## config.mk

```make
export PLATFORM = sky130hd
export DESIGN_NAME = nvram_write_coalescing_controller_unit
export DESIGN_NICKNAME = d
export VERILOG_FILES = /design/src/hdl/nwcc_pkg.sv /design/src/hdl/nwcc_front.sv /design/src/hdl/nwcc_queue.sv /design/src/hdl/nwcc_back.sv /design/src/hdl/nvram_write_coalescing_controller_unit.sv
export SDC_FILE = /design/constraint.sdc
export NUM_CORES = 1
export LEC_CHECK = 0
export BUFFER_PORTS_ARGS = -buffer_cell sky130_fd_sc_hd__buf_2
export CAP_MARGIN = 10
export CORE_UTILIZATION = 35
export CTS_CLUSTER_SIZE = 40
export DETAILED_ROUTE_END_ITERATION = 12
export SLEW_MARGIN = 20
export SYNTH_ARGS = -nofsm -noshare
export SYNTH_HDL_FRONTEND = slang
export SYNTH_SLANG_ARGS = --single-unit
```

## constraint.sdc

```tcl
create_clock -name clock -period 4.4 [get_ports clock]
set_input_delay 0.22 -clock clock [delete_from_list [all_inputs] [get_ports clock]]
set_output_delay 0.22 -clock clock [all_outputs]
set_load 0.05 [all_outputs]
```

## src/hdl/nwcc_pkg.sv

```systemverilog
// Shared types, codes and helpers for the NVRAM write-coalescing controller.
package nwcc_pkg;

   // Default depth of the write stack
   localparam int STACK_DEPTH_DEF = 8;
   // Depth of the queue between front and back
   localparam int QUEUE_DEPTH = 2;

   // Command codes on the request port
   localparam logic [2:0] CMD_WRITE = 3'd0;
   localparam logic [2:0] CMD_READ  = 3'd1;
   localparam logic [2:0] CMD_POLL  = 3'd2;
   localparam logic [2:0] CMD_DONE  = 3'd3;
   localparam logic [2:0] CMD_TICK  = 3'd4;

   // Classified operations handed to the back end
   typedef logic [2:0] op_type;
   localparam op_type OP_WRITE = 3'd0;
   localparam op_type OP_READ  = 3'd1;
   localparam op_type OP_POLL  = 3'd2;
   localparam op_type OP_DONE  = 3'd3;
   localparam op_type OP_TICK  = 3'd4;
   localparam op_type OP_NONE  = 3'd5;

   // Bus completion status codes
   localparam logic [1:0] ST_DONE  = 2'd0;
   localparam logic [1:0] ST_NODEV = 2'd1;

   // Controller modes
   typedef logic [2:0] mode_type;
   localparam mode_type M_INIT   = 3'd0;
   localparam mode_type M_SETASE = 3'd1;
   localparam mode_type M_IDLE   = 3'd2;
   localparam mode_type M_BUSY   = 3'd3;
   localparam mode_type M_ERROR  = 3'd4;

   // Transfer kinds
   typedef logic [1:0] kind_type;
   localparam kind_type K_STATUS_RD = 2'd0;
   localparam kind_type K_CTRL_WR   = 2'd1;
   localparam kind_type K_DATA_WR   = 2'd2;
   localparam kind_type K_ADDR_RD   = 2'd3;

   // Configuration register indexes
   localparam logic REG_BYTE_ADDR_MODE = 1'b0;
   localparam logic REG_TIMEOUT        = 1'b1;

   // Device constants
   localparam logic [7:0]  DEV_SRAM      = 8'hA0;
   localparam logic [7:0]  DEV_CTRL      = 8'h30;
   localparam logic [7:0]  HI_BITS_MASK  = 8'h0E;
   localparam logic [7:0]  ASE_BIT       = 8'h02;
   localparam logic [15:0] TIMEOUT_RESET = 16'd500;
   localparam logic [15:0] ELAPSED_MAX   = 16'hFFFF;

   // One classified beat as it travels through the queue
   typedef struct packed {
      op_type      op;
      logic [15:0] addr;
      logic [7:0]  data;
      logic [15:0] len;
      logic        rdy;
      logic        acc;
      logic        st_ok;
      logic        st_nodev;
      logic [7:0]  sbyte;
   } item_type;

   typedef struct packed {
      logic        byte_addr_mode;
      logic [15:0] timeout_ticks;
   } cfg_type;

   typedef struct packed {
      logic        issue;
      kind_type    xfer_kind;
      logic [7:0]  dev_addr;
      logic [7:0]  tx_byte0;
      logic [7:0]  tx_byte1;
      logic [7:0]  tx_byte2;
      logic [1:0]  tx_count;
      logic [15:0] rx_count;
      logic        ready_res;
      logic        read_taken;
      logic        write_dropped;
      mode_type    ctrl_mode;
   } rsp_type;

   // Device address: in byte-address mode address bits 10..8 go into it
   function automatic logic [7:0] dev_for(input logic bam, input logic [15:0] a);
      logic [7:0] hi;
      hi = a[14:7] & HI_BITS_MASK;
      return bam ? (DEV_SRAM + hi) : DEV_SRAM;
   endfunction

endpackage

```

## src/hdl/nwcc_front.sv

```systemverilog
// Front end: accepts request beats, classifies them and tracks the busy flag.
module nwcc_front (
   input  logic               clock,
   input  logic               reset,
   input  logic               start,
   output logic               busy,
   input  logic [2:0]         req_cmd,
   input  logic [15:0]        req_addr,
   input  logic [7:0]         req_write_data,
   input  logic [15:0]        req_len,
   input  logic               req_bus_ready,
   input  logic               req_bus_accept,
   input  logic [1:0]         req_bus_status,
   input  logic [7:0]         req_status_byte,
   input  logic               done,
   output logic               push,
   output nwcc_pkg::item_type item
);

   logic busy_ff, busy_in;
   logic accept;

   assign accept = start & ~busy_ff;
   assign busy   = busy_ff;
   assign push   = accept;

   // Classify the command and the completion status
   always_comb begin
      item.addr     = req_addr;
      item.data     = req_write_data;
      item.len      = req_len;
      item.rdy      = req_bus_ready;
      item.acc      = req_bus_accept;
      item.st_ok    = (req_bus_status == nwcc_pkg::ST_DONE);
      item.st_nodev = (req_bus_status == nwcc_pkg::ST_NODEV);
      item.sbyte    = req_status_byte;
      unique case (req_cmd)
         nwcc_pkg::CMD_WRITE: item.op = nwcc_pkg::OP_WRITE;
         nwcc_pkg::CMD_READ:  item.op = nwcc_pkg::OP_READ;
         nwcc_pkg::CMD_POLL:  item.op = nwcc_pkg::OP_POLL;
         nwcc_pkg::CMD_DONE:  item.op = nwcc_pkg::OP_DONE;
         nwcc_pkg::CMD_TICK:  item.op = nwcc_pkg::OP_TICK;
         default:             item.op = nwcc_pkg::OP_NONE;
      endcase
   end

   // Busy from accept until the result beat goes out
   always_comb begin
      busy_in = busy_ff;
      if (accept) begin
         busy_in = 1'b1;
      end else if (done) begin
         busy_in = 1'b0;
      end
   end

   always_ff @(posedge clock) begin
      if (reset) begin
         busy_ff <= 1'b0;
      end else begin
         busy_ff <= busy_in;
      end
   end

endmodule

```

## src/hdl/nwcc_queue.sv

```systemverilog
// Short FIFO between the front end and the back end.
module nwcc_queue (
   input  logic               clock,
   input  logic               reset,
   input  logic               push,
   input  nwcc_pkg::item_type item_in,
   input  logic               pop,
   output logic               valid,
   output nwcc_pkg::item_type item_out
);

   localparam int PTR_W = (nwcc_pkg::QUEUE_DEPTH > 1) ? $clog2(nwcc_pkg::QUEUE_DEPTH) : 1;
   localparam int CNT_W = $clog2(nwcc_pkg::QUEUE_DEPTH + 1);
   localparam logic [PTR_W-1:0] PTR_LAST = PTR_W'(nwcc_pkg::QUEUE_DEPTH - 1);

   nwcc_pkg::item_type slot_ff [nwcc_pkg::QUEUE_DEPTH];
   logic [PTR_W-1:0] wr_ptr_ff, wr_ptr_in;
   logic [PTR_W-1:0] rd_ptr_ff, rd_ptr_in;
   logic [CNT_W-1:0] count_ff, count_in;
   logic             do_push, do_pop;

   assign valid    = (count_ff != '0);
   assign item_out = slot_ff[rd_ptr_ff];
   assign do_push  = push & (count_ff != CNT_W'(nwcc_pkg::QUEUE_DEPTH));
   assign do_pop   = pop & valid;

   // Pointer and count update
   always_comb begin
      wr_ptr_in = wr_ptr_ff;
      rd_ptr_in = rd_ptr_ff;
      count_in  = count_ff;
      if (do_push) begin
         wr_ptr_in = (wr_ptr_ff == PTR_LAST) ? '0 : wr_ptr_ff + 1'b1;
      end
      if (do_pop) begin
         rd_ptr_in = (rd_ptr_ff == PTR_LAST) ? '0 : rd_ptr_ff + 1'b1;
      end
      if (do_push & ~do_pop) begin
         count_in = count_ff + 1'b1;
      end else if (do_pop & ~do_push) begin
         count_in = count_ff - 1'b1;
      end
   end

   always_ff @(posedge clock) begin
      if (reset) begin
         wr_ptr_ff <= '0;
         rd_ptr_ff <= '0;
         count_ff  <= '0;
      end else begin
         wr_ptr_ff <= wr_ptr_in;
         rd_ptr_ff <= rd_ptr_in;
         count_ff  <= count_in;
      end
   end

   // Slot storage
   always_ff @(posedge clock) begin
      if (do_push) begin
         slot_ff[wr_ptr_ff] <= item_in;
      end
   end

endmodule

```

## src/hdl/nwcc_back.sv

```systemverilog
// Back end: write stack with address scan, mode machine and result register.
module nwcc_back #(
   parameter int STACK_DEPTH = nwcc_pkg::STACK_DEPTH_DEF
) (
   input  logic               clock,
   input  logic               reset,
   input  nwcc_pkg::cfg_type  cfg,
   input  logic               q_valid,
   input  nwcc_pkg::item_type q_item,
   output logic               q_pop,
   output logic               rsp_valid,
   output nwcc_pkg::rsp_type  rsp
);

   localparam int IDX_W   = (STACK_DEPTH > 1) ? $clog2(STACK_DEPTH) : 1;
   localparam int FILL_W  = $clog2(STACK_DEPTH + 1);
   localparam int ENTRY_W = 24;
   localparam logic [FILL_W-1:0] FILL_MAX = FILL_W'(STACK_DEPTH);

   // Sequencer states
   localparam logic [1:0] B_IDLE = 2'd0;
   localparam logic [1:0] B_RD   = 2'd1;
   localparam logic [1:0] B_CMP  = 2'd2;
   localparam logic [1:0] B_EXEC = 2'd3;

   logic [1:0]          state_ff, state_in;
   logic [FILL_W-1:0]   scan_ff, scan_in;
   logic                hit_ff, hit_in;
   nwcc_pkg::item_type  cur_ff;

   nwcc_pkg::mode_type  mode_ff, mode_in;
   nwcc_pkg::kind_type  pending_ff, pending_in;
   logic [7:0]          saved_ff, saved_in;
   logic [15:0]         elapsed_ff, elapsed_in;
   logic [FILL_W-1:0]   fill_ff, fill_in;

   logic                rsp_valid_ff;
   nwcc_pkg::rsp_type   rsp_ff, rsp_in;

   // Stack memory, entry = {address, byte}
   logic [ENTRY_W-1:0]  mem [STACK_DEPTH];
   logic [ENTRY_W-1:0]  rdata_ff;
   logic                rd_en;
   logic [IDX_W-1:0]    rd_idx;
   logic                we;
   logic [IDX_W-1:0]    wr_idx;
   logic [ENTRY_W-1:0]  wr_entry;

   logic [FILL_W-1:0]   fill_dec;
   logic [FILL_W-1:0]   scan_inc;
   logic [15:0]         rd_addr;
   logic [7:0]          rd_byte;

   assign fill_dec  = fill_ff - 1'b1;
   assign scan_inc  = scan_ff + 1'b1;
   assign rd_addr   = rdata_ff[23:8];
   assign rd_byte   = rdata_ff[7:0];
   assign rd_en     = (state_ff == B_IDLE) | (state_ff == B_RD);
   assign rd_idx    = (state_ff == B_RD) ? scan_ff[IDX_W-1:0] : fill_dec[IDX_W-1:0];
   assign rsp_valid = rsp_valid_ff;
   assign rsp       = rsp_ff;

   // Sequencer: fetch a beat, scan the stack for writes, then execute
   always_comb begin
      state_in = state_ff;
      scan_in  = scan_ff;
      hit_in   = hit_ff;
      q_pop    = 1'b0;
      unique case (state_ff)
         B_IDLE: begin
            if (q_valid) begin
               q_pop  = 1'b1;
               hit_in = 1'b0;
               scan_in = '0;
               if ((q_item.op == nwcc_pkg::OP_WRITE) && (fill_ff != '0)) begin
                  state_in = B_RD;
               end else begin
                  state_in = B_EXEC;
               end
            end
         end
         B_RD: begin
            state_in = B_CMP;
         end
         B_CMP: begin
            if (rd_addr == cur_ff.addr) begin
               hit_in   = 1'b1;
               state_in = B_EXEC;
            end else if (scan_inc < fill_ff) begin
               scan_in  = scan_inc;
               state_in = B_RD;
            end else begin
               state_in = B_EXEC;
            end
         end
         B_EXEC: begin
            state_in = B_IDLE;
         end
         default: begin
            state_in = B_IDLE;
         end
      endcase
   end

   // Execute one beat: next mode, transaction fields, stack update
   always_comb begin
      rsp_in     = '0;
      mode_in    = mode_ff;
      pending_in = pending_ff;
      saved_in   = saved_ff;
      elapsed_in = elapsed_ff;
      fill_in    = fill_ff;
      we         = 1'b0;
      wr_idx     = fill_ff[IDX_W-1:0];
      wr_entry   = {cur_ff.addr, cur_ff.data};
      unique case (cur_ff.op)
         nwcc_pkg::OP_WRITE: begin
            if (hit_ff) begin
               we     = 1'b1;
               wr_idx = scan_ff[IDX_W-1:0];
            end else if (fill_ff < FILL_MAX) begin
               we      = 1'b1;
               fill_in = fill_ff + 1'b1;
            end else begin
               rsp_in.write_dropped = 1'b1;
            end
         end
         nwcc_pkg::OP_READ: begin
            if ((mode_ff == nwcc_pkg::M_IDLE) && cur_ff.rdy && cur_ff.acc) begin
               rsp_in.issue      = 1'b1;
               rsp_in.xfer_kind  = nwcc_pkg::K_ADDR_RD;
               rsp_in.rx_count   = cur_ff.len;
               rsp_in.read_taken = 1'b1;
               rsp_in.dev_addr   = nwcc_pkg::dev_for(cfg.byte_addr_mode, cur_ff.addr);
               if (cfg.byte_addr_mode) begin
                  rsp_in.tx_byte0 = cur_ff.addr[7:0];
                  rsp_in.tx_count = 2'd1;
               end else begin
                  rsp_in.tx_byte0 = cur_ff.addr[15:8];
                  rsp_in.tx_byte1 = cur_ff.addr[7:0];
                  rsp_in.tx_count = 2'd2;
               end
            end
         end
         nwcc_pkg::OP_POLL: begin
            if (mode_ff == nwcc_pkg::M_INIT) begin
               if (cur_ff.acc) begin
                  rsp_in.issue     = 1'b1;
                  rsp_in.xfer_kind = nwcc_pkg::K_STATUS_RD;
                  rsp_in.dev_addr  = nwcc_pkg::DEV_CTRL;
                  rsp_in.rx_count  = 16'd1;
               end
            end else if (mode_ff == nwcc_pkg::M_SETASE) begin
               if (cur_ff.acc) begin
                  rsp_in.issue     = 1'b1;
                  rsp_in.xfer_kind = nwcc_pkg::K_CTRL_WR;
                  rsp_in.dev_addr  = nwcc_pkg::DEV_CTRL;
                  rsp_in.tx_byte1  = saved_ff | nwcc_pkg::ASE_BIT;
                  rsp_in.tx_count  = 2'd2;
               end
            end else if (mode_ff == nwcc_pkg::M_IDLE) begin
               // Pop the newest entry; it was read while fetching the beat
               if ((fill_ff != '0) && cur_ff.rdy && cur_ff.acc) begin
                  rsp_in.issue     = 1'b1;
                  rsp_in.xfer_kind = nwcc_pkg::K_DATA_WR;
                  rsp_in.dev_addr  = nwcc_pkg::dev_for(cfg.byte_addr_mode, rd_addr);
                  fill_in          = fill_dec;
                  if (cfg.byte_addr_mode) begin
                     rsp_in.tx_byte0 = rd_addr[7:0];
                     rsp_in.tx_byte1 = rd_byte;
                     rsp_in.tx_count = 2'd2;
                  end else begin
                     rsp_in.tx_byte0 = rd_addr[15:8];
                     rsp_in.tx_byte1 = rd_addr[7:0];
                     rsp_in.tx_byte2 = rd_byte;
                     rsp_in.tx_count = 2'd3;
                  end
               end
            end else if (mode_ff == nwcc_pkg::M_BUSY) begin
               if (elapsed_ff >= cfg.timeout_ticks) begin
                  mode_in = nwcc_pkg::M_ERROR;
               end
            end
         end
         nwcc_pkg::OP_DONE: begin
            if (mode_ff == nwcc_pkg::M_BUSY) begin
               if (pending_ff == nwcc_pkg::K_STATUS_RD) begin
                  saved_in = cur_ff.sbyte;
                  if (cur_ff.st_ok) begin
                     mode_in = ((cur_ff.sbyte & nwcc_pkg::ASE_BIT) != 8'd0) ?
                               nwcc_pkg::M_IDLE : nwcc_pkg::M_SETASE;
                  end else if (cur_ff.st_nodev) begin
                     mode_in = nwcc_pkg::M_IDLE;
                  end else begin
                     mode_in = nwcc_pkg::M_ERROR;
                  end
               end else begin
                  mode_in = cur_ff.st_ok ? nwcc_pkg::M_IDLE : nwcc_pkg::M_ERROR;
               end
            end
         end
         nwcc_pkg::OP_TICK: begin
            if (elapsed_ff != nwcc_pkg::ELAPSED_MAX) begin
               elapsed_in = elapsed_ff + 1'b1;
            end
         end
         default: begin
         end
      endcase
      // A started transaction arms the busy mode
      if (rsp_in.issue) begin
         pending_in = rsp_in.xfer_kind;
         elapsed_in = '0;
         mode_in    = nwcc_pkg::M_BUSY;
      end
      rsp_in.ready_res = (mode_in == nwcc_pkg::M_IDLE);
      rsp_in.ctrl_mode = mode_in;
   end

   // Control registers
   always_ff @(posedge clock) begin
      if (reset) begin
         state_ff     <= B_IDLE;
         scan_ff      <= '0;
         hit_ff       <= 1'b0;
         mode_ff      <= nwcc_pkg::M_INIT;
         pending_ff   <= nwcc_pkg::K_STATUS_RD;
         saved_ff     <= '0;
         elapsed_ff   <= '0;
         fill_ff      <= '0;
         rsp_valid_ff <= 1'b0;
      end else begin
         state_ff     <= state_in;
         scan_ff      <= scan_in;
         hit_ff       <= hit_in;
         rsp_valid_ff <= (state_ff == B_EXEC);
         if (state_ff == B_EXEC) begin
            mode_ff    <= mode_in;
            pending_ff <= pending_in;
            saved_ff   <= saved_in;
            elapsed_ff <= elapsed_in;
            fill_ff    <= fill_in;
         end
      end
   end

   // Payload registers
   always_ff @(posedge clock) begin
      if (q_pop) begin
         cur_ff <= q_item;
      end
      if (state_ff == B_EXEC) begin
         rsp_ff <= rsp_in;
      end
   end

   // Stack memory: one write port, one registered read port
   always_ff @(posedge clock) begin
      if (we && (state_ff == B_EXEC)) begin
         mem[wr_idx] <= wr_entry;
      end
      if (rd_en) begin
         rdata_ff <= mem[rd_idx];
      end
   end

   // Checks
   a_fill_bound: assert property (@(posedge clock) disable iff (reset)
      fill_ff <= FILL_MAX)
      else $error("stack fill beyond depth");

   a_error_sticky: assert property (@(posedge clock) disable iff (reset)
      (mode_ff == nwcc_pkg::M_ERROR) |=> (mode_ff == nwcc_pkg::M_ERROR))
      else $error("left error mode without reset");

   a_strobe_from_exec: assert property (@(posedge clock) disable iff (reset)
      (state_ff == B_EXEC) |=> rsp_valid_ff)
      else $error("executed beat produced no result");

   a_no_stray_strobe: assert property (@(posedge clock) disable iff (reset)
      (state_ff != B_EXEC) |=> !rsp_valid_ff)
      else $error("result strobe without execution");

   a_issue_busy: assert property (@(posedge clock) disable iff (reset)
      (rsp_valid_ff && rsp_ff.issue) |-> (mode_ff == nwcc_pkg::M_BUSY))
      else $error("transaction issued but mode not busy");

   a_scan_in_range: assert property (@(posedge clock) disable iff (reset)
      (state_ff == B_CMP) |-> (scan_ff < fill_ff))
      else $error("scan index past fill");

endmodule

```

## src/hdl/nvram_write_coalescing_controller_unit.sv

```systemverilog
// NVRAM write-coalescing controller: top level with configuration registers.
// A request passes through the queue, the fetch state and the execute state before its rsp_valid beat;
// a write request with stacked entries adds a read state and a compare state per entry scanned.
// A new request is accepted only once the previous one is through; busy stays high
// through the result beat. Results cannot be stalled. Synchronous reset returns mode to
// init, empties the stack and loads the configuration defaults; no clearing pass is needed.
module nvram_write_coalescing_controller_unit #(
   parameter int STACK_DEPTH = nwcc_pkg::STACK_DEPTH_DEF
) (
   input  logic        clock,
   input  logic        reset,
   input  logic        start,
   output logic        busy,
   input  logic [2:0]  req_cmd,
   input  logic [15:0] req_addr,
   input  logic [7:0]  req_write_data,
   input  logic [15:0] req_len,
   input  logic        req_bus_ready,
   input  logic        req_bus_accept,
   input  logic [1:0]  req_bus_status,
   input  logic [7:0]  req_status_byte,
   input  logic        csr_we,
   input  logic        csr_index,
   input  logic [15:0] csr_wdata,
   output logic        rsp_valid,
   output logic        rsp_issue,
   output logic [1:0]  rsp_xfer_kind,
   output logic [7:0]  rsp_dev_addr,
   output logic [7:0]  rsp_tx_byte0,
   output logic [7:0]  rsp_tx_byte1,
   output logic [7:0]  rsp_tx_byte2,
   output logic [1:0]  rsp_tx_count,
   output logic [15:0] rsp_rx_count,
   output logic        rsp_ready_res,
   output logic        rsp_read_taken,
   output logic        rsp_write_dropped,
   output logic [2:0]  rsp_ctrl_mode
);

   nwcc_pkg::cfg_type  cfg_ff;
   nwcc_pkg::item_type front_item;
   nwcc_pkg::item_type q_item;
   nwcc_pkg::rsp_type  rsp;
   logic               push;
   logic               q_valid;
   logic               q_pop;
   logic               done;

   // Configuration registers
   always_ff @(posedge clock) begin
      if (reset) begin
         cfg_ff.byte_addr_mode <= 1'b0;
         cfg_ff.timeout_ticks  <= nwcc_pkg::TIMEOUT_RESET;
      end else if (csr_we) begin
         case (csr_index)
            nwcc_pkg::REG_BYTE_ADDR_MODE: cfg_ff.byte_addr_mode <= csr_wdata[0];
            nwcc_pkg::REG_TIMEOUT:        cfg_ff.timeout_ticks  <= csr_wdata;
            default: begin
            end
         endcase
      end
   end

   nwcc_front u_front (
      .clock           (clock),
      .reset           (reset),
      .start           (start),
      .busy            (busy),
      .req_cmd         (req_cmd),
      .req_addr        (req_addr),
      .req_write_data  (req_write_data),
      .req_len         (req_len),
      .req_bus_ready   (req_bus_ready),
      .req_bus_accept  (req_bus_accept),
      .req_bus_status  (req_bus_status),
      .req_status_byte (req_status_byte),
      .done            (done),
      .push            (push),
      .item            (front_item)
   );

   nwcc_queue u_queue (
      .clock    (clock),
      .reset    (reset),
      .push     (push),
      .item_in  (front_item),
      .pop      (q_pop),
      .valid    (q_valid),
      .item_out (q_item)
   );

   nwcc_back #(
      .STACK_DEPTH (STACK_DEPTH)
   ) u_back (
      .clock     (clock),
      .reset     (reset),
      .cfg       (cfg_ff),
      .q_valid   (q_valid),
      .q_item    (q_item),
      .q_pop     (q_pop),
      .rsp_valid (done),
      .rsp       (rsp)
   );

   // Result ports
   assign rsp_valid         = done;
   assign rsp_issue         = rsp.issue;
   assign rsp_xfer_kind     = rsp.xfer_kind;
   assign rsp_dev_addr      = rsp.dev_addr;
   assign rsp_tx_byte0      = rsp.tx_byte0;
   assign rsp_tx_byte1      = rsp.tx_byte1;
   assign rsp_tx_byte2      = rsp.tx_byte2;
   assign rsp_tx_count      = rsp.tx_count;
   assign rsp_rx_count      = rsp.rx_count;
   assign rsp_ready_res     = rsp.ready_res;
   assign rsp_read_taken    = rsp.read_taken;
   assign rsp_write_dropped = rsp.write_dropped;
   assign rsp_ctrl_mode     = rsp.ctrl_mode;

endmodule
```

# After elaboration in Yosys (flattened, before gate mapping)
# Memory sizes are Yosys's and may differ from the RTL's. A register that Yosys moved wholly into a read port is not among the register bits.
# Cells that the tools add are included.
# classes
add_sub_neg	10
order_cmp	3
eq_ne	29
muxes	85
bitwise_logic	14
n_reduce_logical	31
# ops
operator	count
37-bit 2-to-1 mux	2
8-bit 2-to-1 mux	9
16-bit 2-to-1 mux	4
27-bit one-hot mux with 2 select lines	1
11-bit 2-to-1 mux	4
3-bit 2-to-1 mux	14
4-bit 2-to-1 mux	9
18-bit one-hot mux with 2 select lines	1
27-bit 2-to-1 mux	1
26-bit 2-to-1 mux	1
1-bit 2-to-1 mux	22
3-bit by 2-bit equality test with 1-bit output (second input constant)	7
2-bit 2-to-1 mux	10
18-bit 2-to-1 mux	1
16-bit by 1-bit adder with 16-bit output (second input constant)	1
8-bit by 4-bit adder with 8-bit output (first input constant)	2
16-bit equality test	1
16-bit greater-or-equal comparator	1
16-bit inequality test (second input constant)	1
4-bit one-hot mux with 2 select lines	2
3-bit one-hot mux with 5 select lines	1
2-bit nonzero test	7
3-bit zero test	4
2-bit inequality test (second input constant)	6
other kinds (27)	60
# totals
reg_bits	177
mem_bits_rw	302
inputBits	76
output_inout_bits	61
elab_cells	210
n_memories	2
# mem_list
memory	depth	word_bits	rd	rd_clocked_by_memory_dff	wr	line_no	source
u_back.mem	8	24	1	1	1	nwcc_back.sv:41	logic [ENTRY_W-1:0] mem [STACK_DEPTH];
u_queue.slot_ff	2	55	1	1	1	nwcc_queue.sv:16	nwcc_pkg::item_type slot_ff [nwcc_pkg::QUEUE_DEPTH];

# Depth between registers and ports, before layout
# Gate-level depths: netlist of run 1.
# depth
word_depth	10
mapped_depth	10
ltp_nobuf	8

# Modules after synthesis
# From an unflattened synthesis of run 1, not the netlist that was laid out.
# unflattened
cells_unflattened	1201
area_unflattened_um2	20210.6
# modules_own_cells
mod	instances	cells_each	area_each_um2	seq_area_each_um2
nwcc_back	1	876	14871.8	10590.2
nwcc_queue	1	197	4185.3	3403.3
nvram_write_coalescing_controller_unit	1	69	710.7	340.3
nwcc_front	1	59	442.9	20.0

# Worst setup path before layout of run 1
# OpenSTA, ideal clock, no wires.
# synth_path
path_type	reg-to-reg
startpoint	register u_front.busy_ff (netlist: u_front.busy)
endpoint	memory u_queue.slot_ff[0][0] (netlist name), enable pin
setup_time_ns	0.475
t_arrival_ns	3.433
required_ns	3.925
path_slack_ns	0.493
path_stages_with_launch	3
path_buffers	0
synth_period_minus_slack_ns	3.907
cell_sequence	dfxtp_1 -> nor3b_1 -> nor2b_1
# synth_via
elab_chain_cells	5
# synth_lines
element	line_no	source
from (decl)	nwcc_front.sv:20	logic busy_ff, busy_in;
from (signal assigned)	nwcc_front.sv:61	busy_ff <= busy_in;
1-bit NOT	nwcc_front.sv:23	assign accept = start & ~busy_ff;
1-bit bitwise AND	nwcc_front.sv:23	
1-bit bitwise AND	nwcc_queue.sv:24	assign do_push = push & (count_ff != CNT_W'(nwcc_pkg::QUEUE_DEPTH));
via u_queue.do_push	nwcc_queue.sv:20	logic do_push, do_pop;
1-bit 2-to-1 mux	nwcc_queue.sv:59	if (do_push) begin
1-bit 2-to-1 mux (not written as such)	nwcc_queue.sv:60	slot_ff[wr_ptr_ff] <= item_in;
to (decl)	nwcc_queue.sv:16	
# The timed path passes the listed nets, and every way through them passes these cells.

# Worst setup path in the final report of run 1
# layout_path
startpoint	register u_back.cur_ff[52] (netlist name)
endpoint	memory u_back.mem[6][5], enable pin
# layout_via
elab_chain_cells	5
word_cells_on_any_way	6
cone_classes	4 x mux; 2 x reduce/logical
# layout_lines
element	line_no	source
from (decl)	nwcc_back.sv:29	nwcc_pkg::item_type cur_ff;
from (signal assigned)	nwcc_back.sv:250	cur_ff <= q_item;
3-bit zero test *	nwcc_back.sv:116	unique case (cur_ff.op)
1-bit 2-to-1 mux	nwcc_back.sv:116	
1-bit logical AND	nwcc_back.sv:259	if (we && (state_ff == B_EXEC)) begin
1-bit 2-to-1 mux	nwcc_back.sv:259	
1-bit 2-to-1 mux (not written as such)	nwcc_back.sv:260	mem[wr_idx] <= wr_entry;
to (decl)	nwcc_back.sv:41	
# Mark *: on every way between the ends. The rest lies on a longest branch, timed or not.

==> metrics.log, run 1 <==
INFO  metric run_status = finished clean
INFO  metric dieWidth = 239 um
INFO  metric worst_ir_drop_vdd = about 0.00042 V
INFO  metric detailroute.via_count = 10,900
INFO  metric cts.clk_slew.worst_paths = roughly 0.060 ns
INFO  metric ys_seq_area_share = ~73%
INFO  metric io_buffer_count = ~130
INFO  metric routed_wl_met3 = about 2200 um
INFO  metric worst-path-max-fanout = 19
INFO  metric worst-path-buf-inv = 1
INFO  metric wl_met2 = around 21,000 um
INFO  metric antenna_violations_before_repair = 2
INFO  metric rows = 86
INFO  metric power.static_leakage = about 8.2 nW
INFO  metric critical_path_arrival = ~3.4 ns
INFO  metric cts_tree = done
INFO  metric pwr_density_cell = ~550 nW/um2
INFO  metric rsz_0062_raised_after_global_routing = no
INFO  metric initial_utilization = roughly 36%
INFO  metric timing.final.crit_share = a little over two thirds
INFO  metric yosysUniqueCellTypes = 65
INFO  metric final_area = roughly 24,000 um2
INFO  metric drc_errors = 0
INFO  metric ratio_of_routed_vias_to_standard_cells = about 5
INFO  metric clock_tree.htree_level_count = 2
INFO  metric grt_pass1_wl = 65,800 um
INFO  metric r2r_setup_slack = around 1.3 ns
INFO  metric post_synth_main_area_contributors = sky130_fd_sc_hd__edfxtp_1, sky130_fd_sc_hd__dfxtp_1, sky130_fd_sc_hd__mux4_2, sky130_fd_sc_hd__mux2_2, sky130_fd_sc_hd__nor2_1
INFO  metric worstSetupStartpointType = flip-flop
INFO  metric most_frequently_used_cell_type_in_the_post_synthesis_netlist = sky130_fd_sc_hd__edfxtp_1
INFO  metric clkSinkCount = roughly 500
INFO  metric min_path_type = input port to flip-flop
INFO  metric placeableCoreArea = roughly 55,000 um2
INFO  metric synth_edf_count = approximately 440
INFO  metric worstPathCellList = nor4b_1 > a21oi_1 > or2_2 > nor2_4 > buf_4
INFO  metric utilization = 43.0%
INFO  metric post-synth-top-area-fraction = approximately 66%
INFO  metric ys_ff_latch = approximately 500
INFO  metric max_clock_freq = 327 MHz
INFO  metric drt-initial-drc-count = about 830
INFO  metric top_layer_used_by_detailed_routing = met5
INFO  metric maxCapViolations = 0
INFO  metric synth_async_sr_flop_share = 0%
INFO  metric setup_violations = 0
INFO  metric die_area = roughly 57,000 um2
INFO  metric total_routing_resource_utilization_after_global_routing = ~15%
INFO  metric pin_count_of_the_biggest_net_entering_global_routing = between 50 and 60
INFO  metric maxSlewViolCount = 0
INFO  metric ctsRootBufferMaster = sky130_fd_sc_hd__clkbuf_16
INFO  metric netlist_area = between 15,000 and 20,000 um2
INFO  metric postSynthCellCount = roughly 1,200
INFO  metric timing.final.crit_period = approximately 3.1 ns
INFO  metric hpwl = roughly 27,000 um
INFO  metric detailed_place.area = around 21,000 um2
INFO  metric register_area = 14,400 um2
INFO  metric post_synth.cell_area_avg = between 15 and 20 um2
INFO  metric pin_count = around 140
INFO  metric routed_wire_length_per_instance = 19.6 um
INFO  metric total_power = ~13 mW
INFO  metric die_h = 239 um
INFO  metric worst_clk_skew = 0.0203 ns
INFO  metric gp_congestion = roughly 0.82
INFO  metric crit_slowest_cell = sky130_fd_sc_hd__nor4b_1
INFO  metric drt_pre_antenna_iters = 5
INFO  metric ys.warnings.count = 0
INFO  metric grt_pass1_vias = between 10,000 and 15,000
INFO  metric critPathMaxStageDelay = ~0.75 ns
INFO  metric area_delta_synth_final = 20.9%
INFO  metric criticalPathCategory = flip-flop to flip-flop
INFO  metric wl = approximately 43,000 um
INFO  metric multi_input_area = about 5100 um2
INFO  metric number_of_hold_violations_in_the_final_report = 0
INFO  metric synth_top_cell_by_area = sky130_fd_sc_hd__edfxtp_1
INFO  metric yosys-top-cells-count = sky130_fd_sc_hd__edfxtp_1, sky130_fd_sc_hd__nor2_1, sky130_fd_sc_hd__mux2_2
INFO  metric ant_nets = 0
INFO  metric drive_above_1_share = 26.6%
INFO  metric wl_met1 = approximately 19,000 um
INFO  metric clk-insertion-delay-late = 0.60 ns
INFO  metric total_gr_overflow = 0
INFO  metric n_fill_cell = roughly 5,000
INFO  metric tightestPinTransition = around 1 ns
INFO  metric cts.repair.resized = 0
INFO  metric worst-endpoint-required = approximately 4.7 ns
INFO  metric cts-buffers-inserted = 53
INFO  metric timing.critical_path.max_delay_family = simple AND/OR/NAND/NOR gates
INFO  metric final_net_count = between 1,500 and 2,000
INFO  metric dominantRegCellSynth = sky130_fd_sc_hd__edfxtp_1
INFO  metric final.setup.tns = 0 ns
INFO  metric critical_path.endpoint_type = flip-flop
INFO  metric clockBufferDepth = 3
INFO  metric maxSlewHeadroom = around 34%
[placed cells by master (no fill, tap or decap), types with 7 or more instances in the layout]
| cell | Yosys | routed |
|---|---|---|
| sky130_fd_sc_hd__clkbuf_1 | 28 | 11 |
| sky130_fd_sc_hd__nand3_1 | 10 | 10 |
| sky130_fd_sc_hd__buf_2 | 11 | 133 |
| sky130_fd_sc_hd__mux2_2 | 80 | 80 |
| sky130_fd_sc_hd__o21ai_0 | 21 | 21 |
| sky130_fd_sc_hd__buf_4 | 6 | 20 |
| sky130_fd_sc_hd__mux4_2 | 48 | 48 |
| sky130_fd_sc_hd__or3_1 | 7 | 7 |
| sky130_fd_sc_hd__inv_1 | 31 | 29 |
| sky130_fd_sc_hd__clkinv_1 | 1 | 14 |
| sky130_fd_sc_hd__nor2_1 | 81 | 72 |
| sky130_fd_sc_hd__a221o_1 | 8 | 8 |
| sky130_fd_sc_hd__nor4_1 | 8 | 8 |
| sky130_fd_sc_hd__nor2b_1 | 9 | 8 |
| sky130_fd_sc_hd__nand2_1 | 69 | 69 |
| sky130_fd_sc_hd__nor2_4 | 0 | 8 |
| sky130_fd_sc_hd__ha_1 | 24 | 24 |
| sky130_fd_sc_hd__xor2_1 | 28 | 28 |
| sky130_fd_sc_hd__a211oi_1 | 7 | 7 |
| sky130_fd_sc_hd__and2_1 | 28 | 27 |
| sky130_fd_sc_hd__a22oi_1 | 8 | 8 |
| sky130_fd_sc_hd__clkinv_2 | 0 | 13 |
| sky130_fd_sc_hd__clkbuf_16 | 0 | 53 |
| sky130_fd_sc_hd__mux2i_1 | 18 | 18 |
| sky130_fd_sc_hd__nor3_1 | 13 | 13 |
| sky130_fd_sc_hd__dlygate4sd3_1 | 0 | 75 |
| sky130_fd_sc_hd__edfxtp_1 | 436 | 436 |
| sky130_fd_sc_hd__a21oi_1 | 34 | 33 |
| sky130_fd_sc_hd__a31oi_1 | 8 | 8 |
| sky130_fd_sc_hd__dfxtp_1 | 63 | 62 |
[state kept, by name (all words and copies together), names as in the netlist, 3 cells and up, named ones only]
| signal | flops |
|---|---|
| u_back.saved_ff | 7 |
| u_back.scan_ff | 4 |
| u_back.rdata_ff | 24 |
| cfg_ff | 17 |
| u_back.rsp | 55 |
| u_back.elapsed_ff | 16 |
| u_back.mode_ff | 3 |
| u_back.cur_ff | 55 |
| u_back.mem | 192 |
| u_queue.slot_ff | 110 |
| u_back.fill_ff | 4 |
[worst min-delay path, cell delays in order]
cell and delay (ns):
sky130_fd_sc_hd__buf_2 0.09, sky130_fd_sc_hd__nor2b_1 0.17, sky130_fd_sc_hd__mux2i_1 0.09, sky130_fd_sc_hd__nor2_1 0.08
[worst paths after layout]
path,startpoint,end,cells past startpoint
worst min-delay path,csr_we,cfg_ff[16],4
worst max-delay path,u_back.cur_ff[52],u_back.mem[6][5],5
worst min register to register,u_back.rsp_valid,u_front.busy,1
worst max register to register,u_back.cur_ff[52],u_back.mem[6][5],5
[logic make-up after synthesis]
group | synth area share, %
xor+xnor | 1.47
mux | 11.0
flops | 72.8
fa+ha+maj | 1.52
simple gates | 6.68
buf+inv | 1.82
compound gates | 4.68
other cells | 0.0190
[routing by layer]
| layer | vias up | global-route usage (%) |
|---|---|---|
| met3 | 64 | 3.07 |
| met5 | - | 0 |
| li1 | 5036 | - |
| met1 | 5497 | 19.9 |
| met4 | 2 | 4.20 |
| met2 | 256 | 26.0 |
[timing repair]
item,in CTS,in global routing
endpoints found under the hold margin,128,0
setup buffers,0,0
hold buffers,75,0
[per-stage QoR]
stage                     worst slack, ns  cells  hold WS (ns)
after floorplan                     0.493   1188         0.319
after global placement               1.32   2039         0.408
after detailed placement             1.30   2039         0.414
after CTS                            1.30   2213        0.0603
after global routing                 1.12   2213        0.0960
final                                1.34   2214        0.0995
[where the power goes]
part	switching, mW	internal (mW)	total, mW
sequential	0.521	6.02	6.55
combinational	1.32	1.01	2.33
clock	1.82	2.51	4.33
[cell type report]
class | count | area share, %
diodes | 1 | 0.0105
well taps | 748 | 3.93
inverters | 32 | 0.515
repair buffers | 230 | 6.74
clock inverters | 35 | 1.38
clock buffers | 64 | 5.74
flip-flops and latches | 499 | 60.3
multi-input cells | 605 | 21.4
Power figures use the tool's default switching activity.
==> run 2: changes to the inputs <==
- clock period: 4.4 -> 3.2 ns (I/O delays scaled with it)
==> run 2 against run 1 <==
  * Largest power group unchanged
  * Clock-buffer cell count shrank 2
  * Non-clock buffer count rose by 10
  * Clock skew shrank 0.0055 ns
  * Largest cell class unchanged
  * Cell area up 0.57%
  * Wire length decreased by 0.31%
  * Combinational power increased by 40%
==> metrics.log, run 2 (synthesis gave the netlist of run 1 again) <==
INFO  metric die_h = about 240 um
INFO  metric pwr_density_cell = about 760 nW/um2
INFO  metric global_route.usage.met1 = between 20% and 30%
INFO  metric pin_count_of_the_biggest_net_entering_global_routing = 58
INFO  metric ff2ff_path_depth = 8
INFO  metric placeableCoreArea = 55,400 um2
INFO  metric pre_cts_ws = 0.298 ns
INFO  metric pin_count = 137
INFO  metric grt_pass1_wl = 65,800 um
INFO  metric drive_above_1_share = a little over a quarter
INFO  metric die_area = approximately 57,000 um2
INFO  metric largest_reg_flops = between 150 and 200
INFO  metric total_power = between 15 and 20 mW
INFO  metric final_common_cell = sky130_fd_sc_hd__edfxtp_1
INFO  metric setup_ws = 0.283 ns
INFO  metric r2r_setup_slack = about 0.28 ns
INFO  metric drt-initial-drc-count = 754
INFO  metric detailroute.via_count = 10,900
INFO  metric globalRouteMet2Util = 25.4%
INFO  metric max_flop_register = u_back.mem
INFO  metric power.static_leakage = about 8.2 nW
INFO  metric cts.clk_slew.worst_paths = around 0.060 ns
INFO  metric critical_path_arrival = 3.36 ns
INFO  metric worst_ir_drop_vdd = 0.000496 V
INFO  metric rows = 86
INFO  metric antenna_violations_before_repair = 0
INFO  metric timing.final.crit_period = between 2 and 3 ns
INFO  metric final.setup.tns = 0 ns
INFO  metric tightestPinTransition = 0.902 ns
INFO  metric timing.rr.start = u_back.fill_ff[0]
INFO  metric cts_hold_repair.buffers = 75
INFO  metric drt_pre_antenna_iters = 5
INFO  metric clockBufferDepth = 3
INFO  metric grt_pass1_vias = roughly 11,000
INFO  metric cts-buffers-inserted = 52
INFO  metric number_of_hold_violations_in_the_final_report = 0
INFO  metric run_status = finished clean
INFO  metric rsz_0062_raised_after_global_routing = no
INFO  metric post-cts-setup-buffers = 0
INFO  metric clkSinkCount = about 500
INFO  metric beginning_of_the_critical_path = u_back.fill_ff[0]
INFO  metric commonest_cells_after_routing_fill_and_taps_aside = sky130_fd_sc_hd__edfxtp_1, sky130_fd_sc_hd__buf_2, sky130_fd_sc_hd__mux2_2, sky130_fd_sc_hd__dlygate4sd3_1, sky130_fd_sc_hd__nor2_1
INFO  metric critPathCapture = u_back.elapsed_ff[5]
INFO  metric initial_utilization = a little over a third
INFO  metric final_worst_hold_slack = just over 0.06 ns
INFO  metric min_path_type = input port to flip-flop
INFO  metric gp_congestion = around 0.82
INFO  metric grt_use_met3 = under 10%
INFO  metric total_routing_resource_utilization_after_global_routing = between 10% and 20%
INFO  metric worstSetupStartpointType = flip-flop
INFO  metric routed_wire_length_per_instance = between 15 and 20 um
INFO  metric maxSlewViolCount = 0
INFO  metric clock_tree.htree_level_count = 2
INFO  metric final_net_count = about 1,500
INFO  metric maxSlewHeadroom = approximately two fifths
INFO  metric io_buffer_count = approximately 130
INFO  metric worst-path-max-fanout = 10
INFO  metric critical_path.endpoint_type = flip-flop
INFO  metric criticalPathCategory = flip-flop to flip-flop
INFO  metric wl = ~43,000 um
INFO  metric clk-insertion-delay-late = roughly 0.60 ns
INFO  metric regToRegEndpoint = u_back.elapsed_ff[5]
INFO  metric timing.final.crit_share = approximately nine tenths
INFO  metric ctsRootBufferMaster = sky130_fd_sc_hd__clkbuf_16
INFO  metric drc_errors = 0
INFO  metric setup_violations = 0
INFO  metric dieWidth = between 200 and 250 um
INFO  metric utilization = a little over two fifths
INFO  metric maxCapViolations = 0
INFO  metric worst-endpoint-required = ~3.7 ns
INFO  metric grt.busiest_layer = met2
INFO  metric hpwl = roughly 26,000 um
INFO  metric worst_clk_skew = between 0.01 and 0.015 ns
INFO  metric total_gr_overflow = 0
INFO  metric cts.repair.resized = 0
INFO  metric area_delta_synth_final = 21.6%
INFO  metric max_clock_freq = 343 MHz
INFO  metric cts_tree = done
INFO  metric ratio_of_routed_vias_to_standard_cells = 4.92
INFO  metric reg_top3 = u_back.mem (192), u_queue.slot_ff (110)
INFO  metric ant_nets = 0
## run 2: cell types whose count changed in the layout (fill, tap and decap cells not counted), moves of 2 or more
cell and delta:
sky130_fd_sc_hd__buf_12 +10, sky130_fd_sc_hd__clkbuf_1 -2, sky130_fd_sc_hd__clkinv_1 -2, sky130_fd_sc_hd__clkinv_4 -2, sky130_fd_sc_hd__clkinvlp_4 +5, sky130_fd_sc_hd__nor2_2 +8, sky130_fd_sc_hd__nor2_4 -8
## run 2: power by group
| part | switching [mW] | internal [mW] |
|---|---|---|
| clock network | 2.51 | 3.43 |
| logic | 1.85 | 1.41 |
| registers | 0.619 | 8.28 |
| total | 4.99 | 13.1 |
## run 2: worst max-delay path, cell delays in order, from the launching register on
cell                       delay [ns]
sky130_fd_sc_hd__dfxtp_1         0.48
sky130_fd_sc_hd__inv_1           0.11
sky130_fd_sc_hd__ha_1            0.26
sky130_fd_sc_hd__nor3b_1         0.19
sky130_fd_sc_hd__or4b_2          0.75
sky130_fd_sc_hd__a221oi_4        0.50
sky130_fd_sc_hd__nor2_1          0.23
sky130_fd_sc_hd__a21oi_1         0.19
sky130_fd_sc_hd__nor3_1          0.07
## run 2: area by class of cell
class                      instances  area (um2)
timing repair buffer             240        1800
tap                              748         936
inverter                          32         120
antenna                            1        2.50
multi-input combinational        605        5050
fill                            4938       31500
clock buffer                      62        1350
clock inverter                    36         334
sequential                       499       14400
## run 2: metrics by stage
stage / instances / instance area [um2]
after global routing: 2222 / 24000
after floorplan: 1188 / 19700
final: 2223 / 24000
after CTS: 2222 / 24000
after global placement: 2049 / 21500
after detailed placement: 2049 / 21500
## run 2: worst min path at each step
stage	start	cells past startpoint	slack, ns	to
after floorplan	req_status_byte[0]	0	0.26	u_queue.slot_ff[0][0]
after global placement	req_len[15]	1	0.35	u_queue.slot_ff[0][27]
after detailed placement	req_len[11]	1	0.35	u_queue.slot_ff[0][23]
after CTS	csr_we	4	0.03	cfg_ff[16]
after global routing	csr_we	4	0.06	cfg_ff[16]
final	csr_we	4	0.06	cfg_ff[16]
## run 2: per-layer routing
| layer | routed length (um) | share of wire, % | vias up |
|---|---|---|---|
| met4 | 1220 | 2.8 | 0 |
| met5 | 0 | 0 | - |
| li1 | - | - | 5069 |
| met3 | 1860 | 4.3 | 71 |
| met2 | 21200 | 49 | 249 |
| met1 | 19100 | 44 | 5538 |
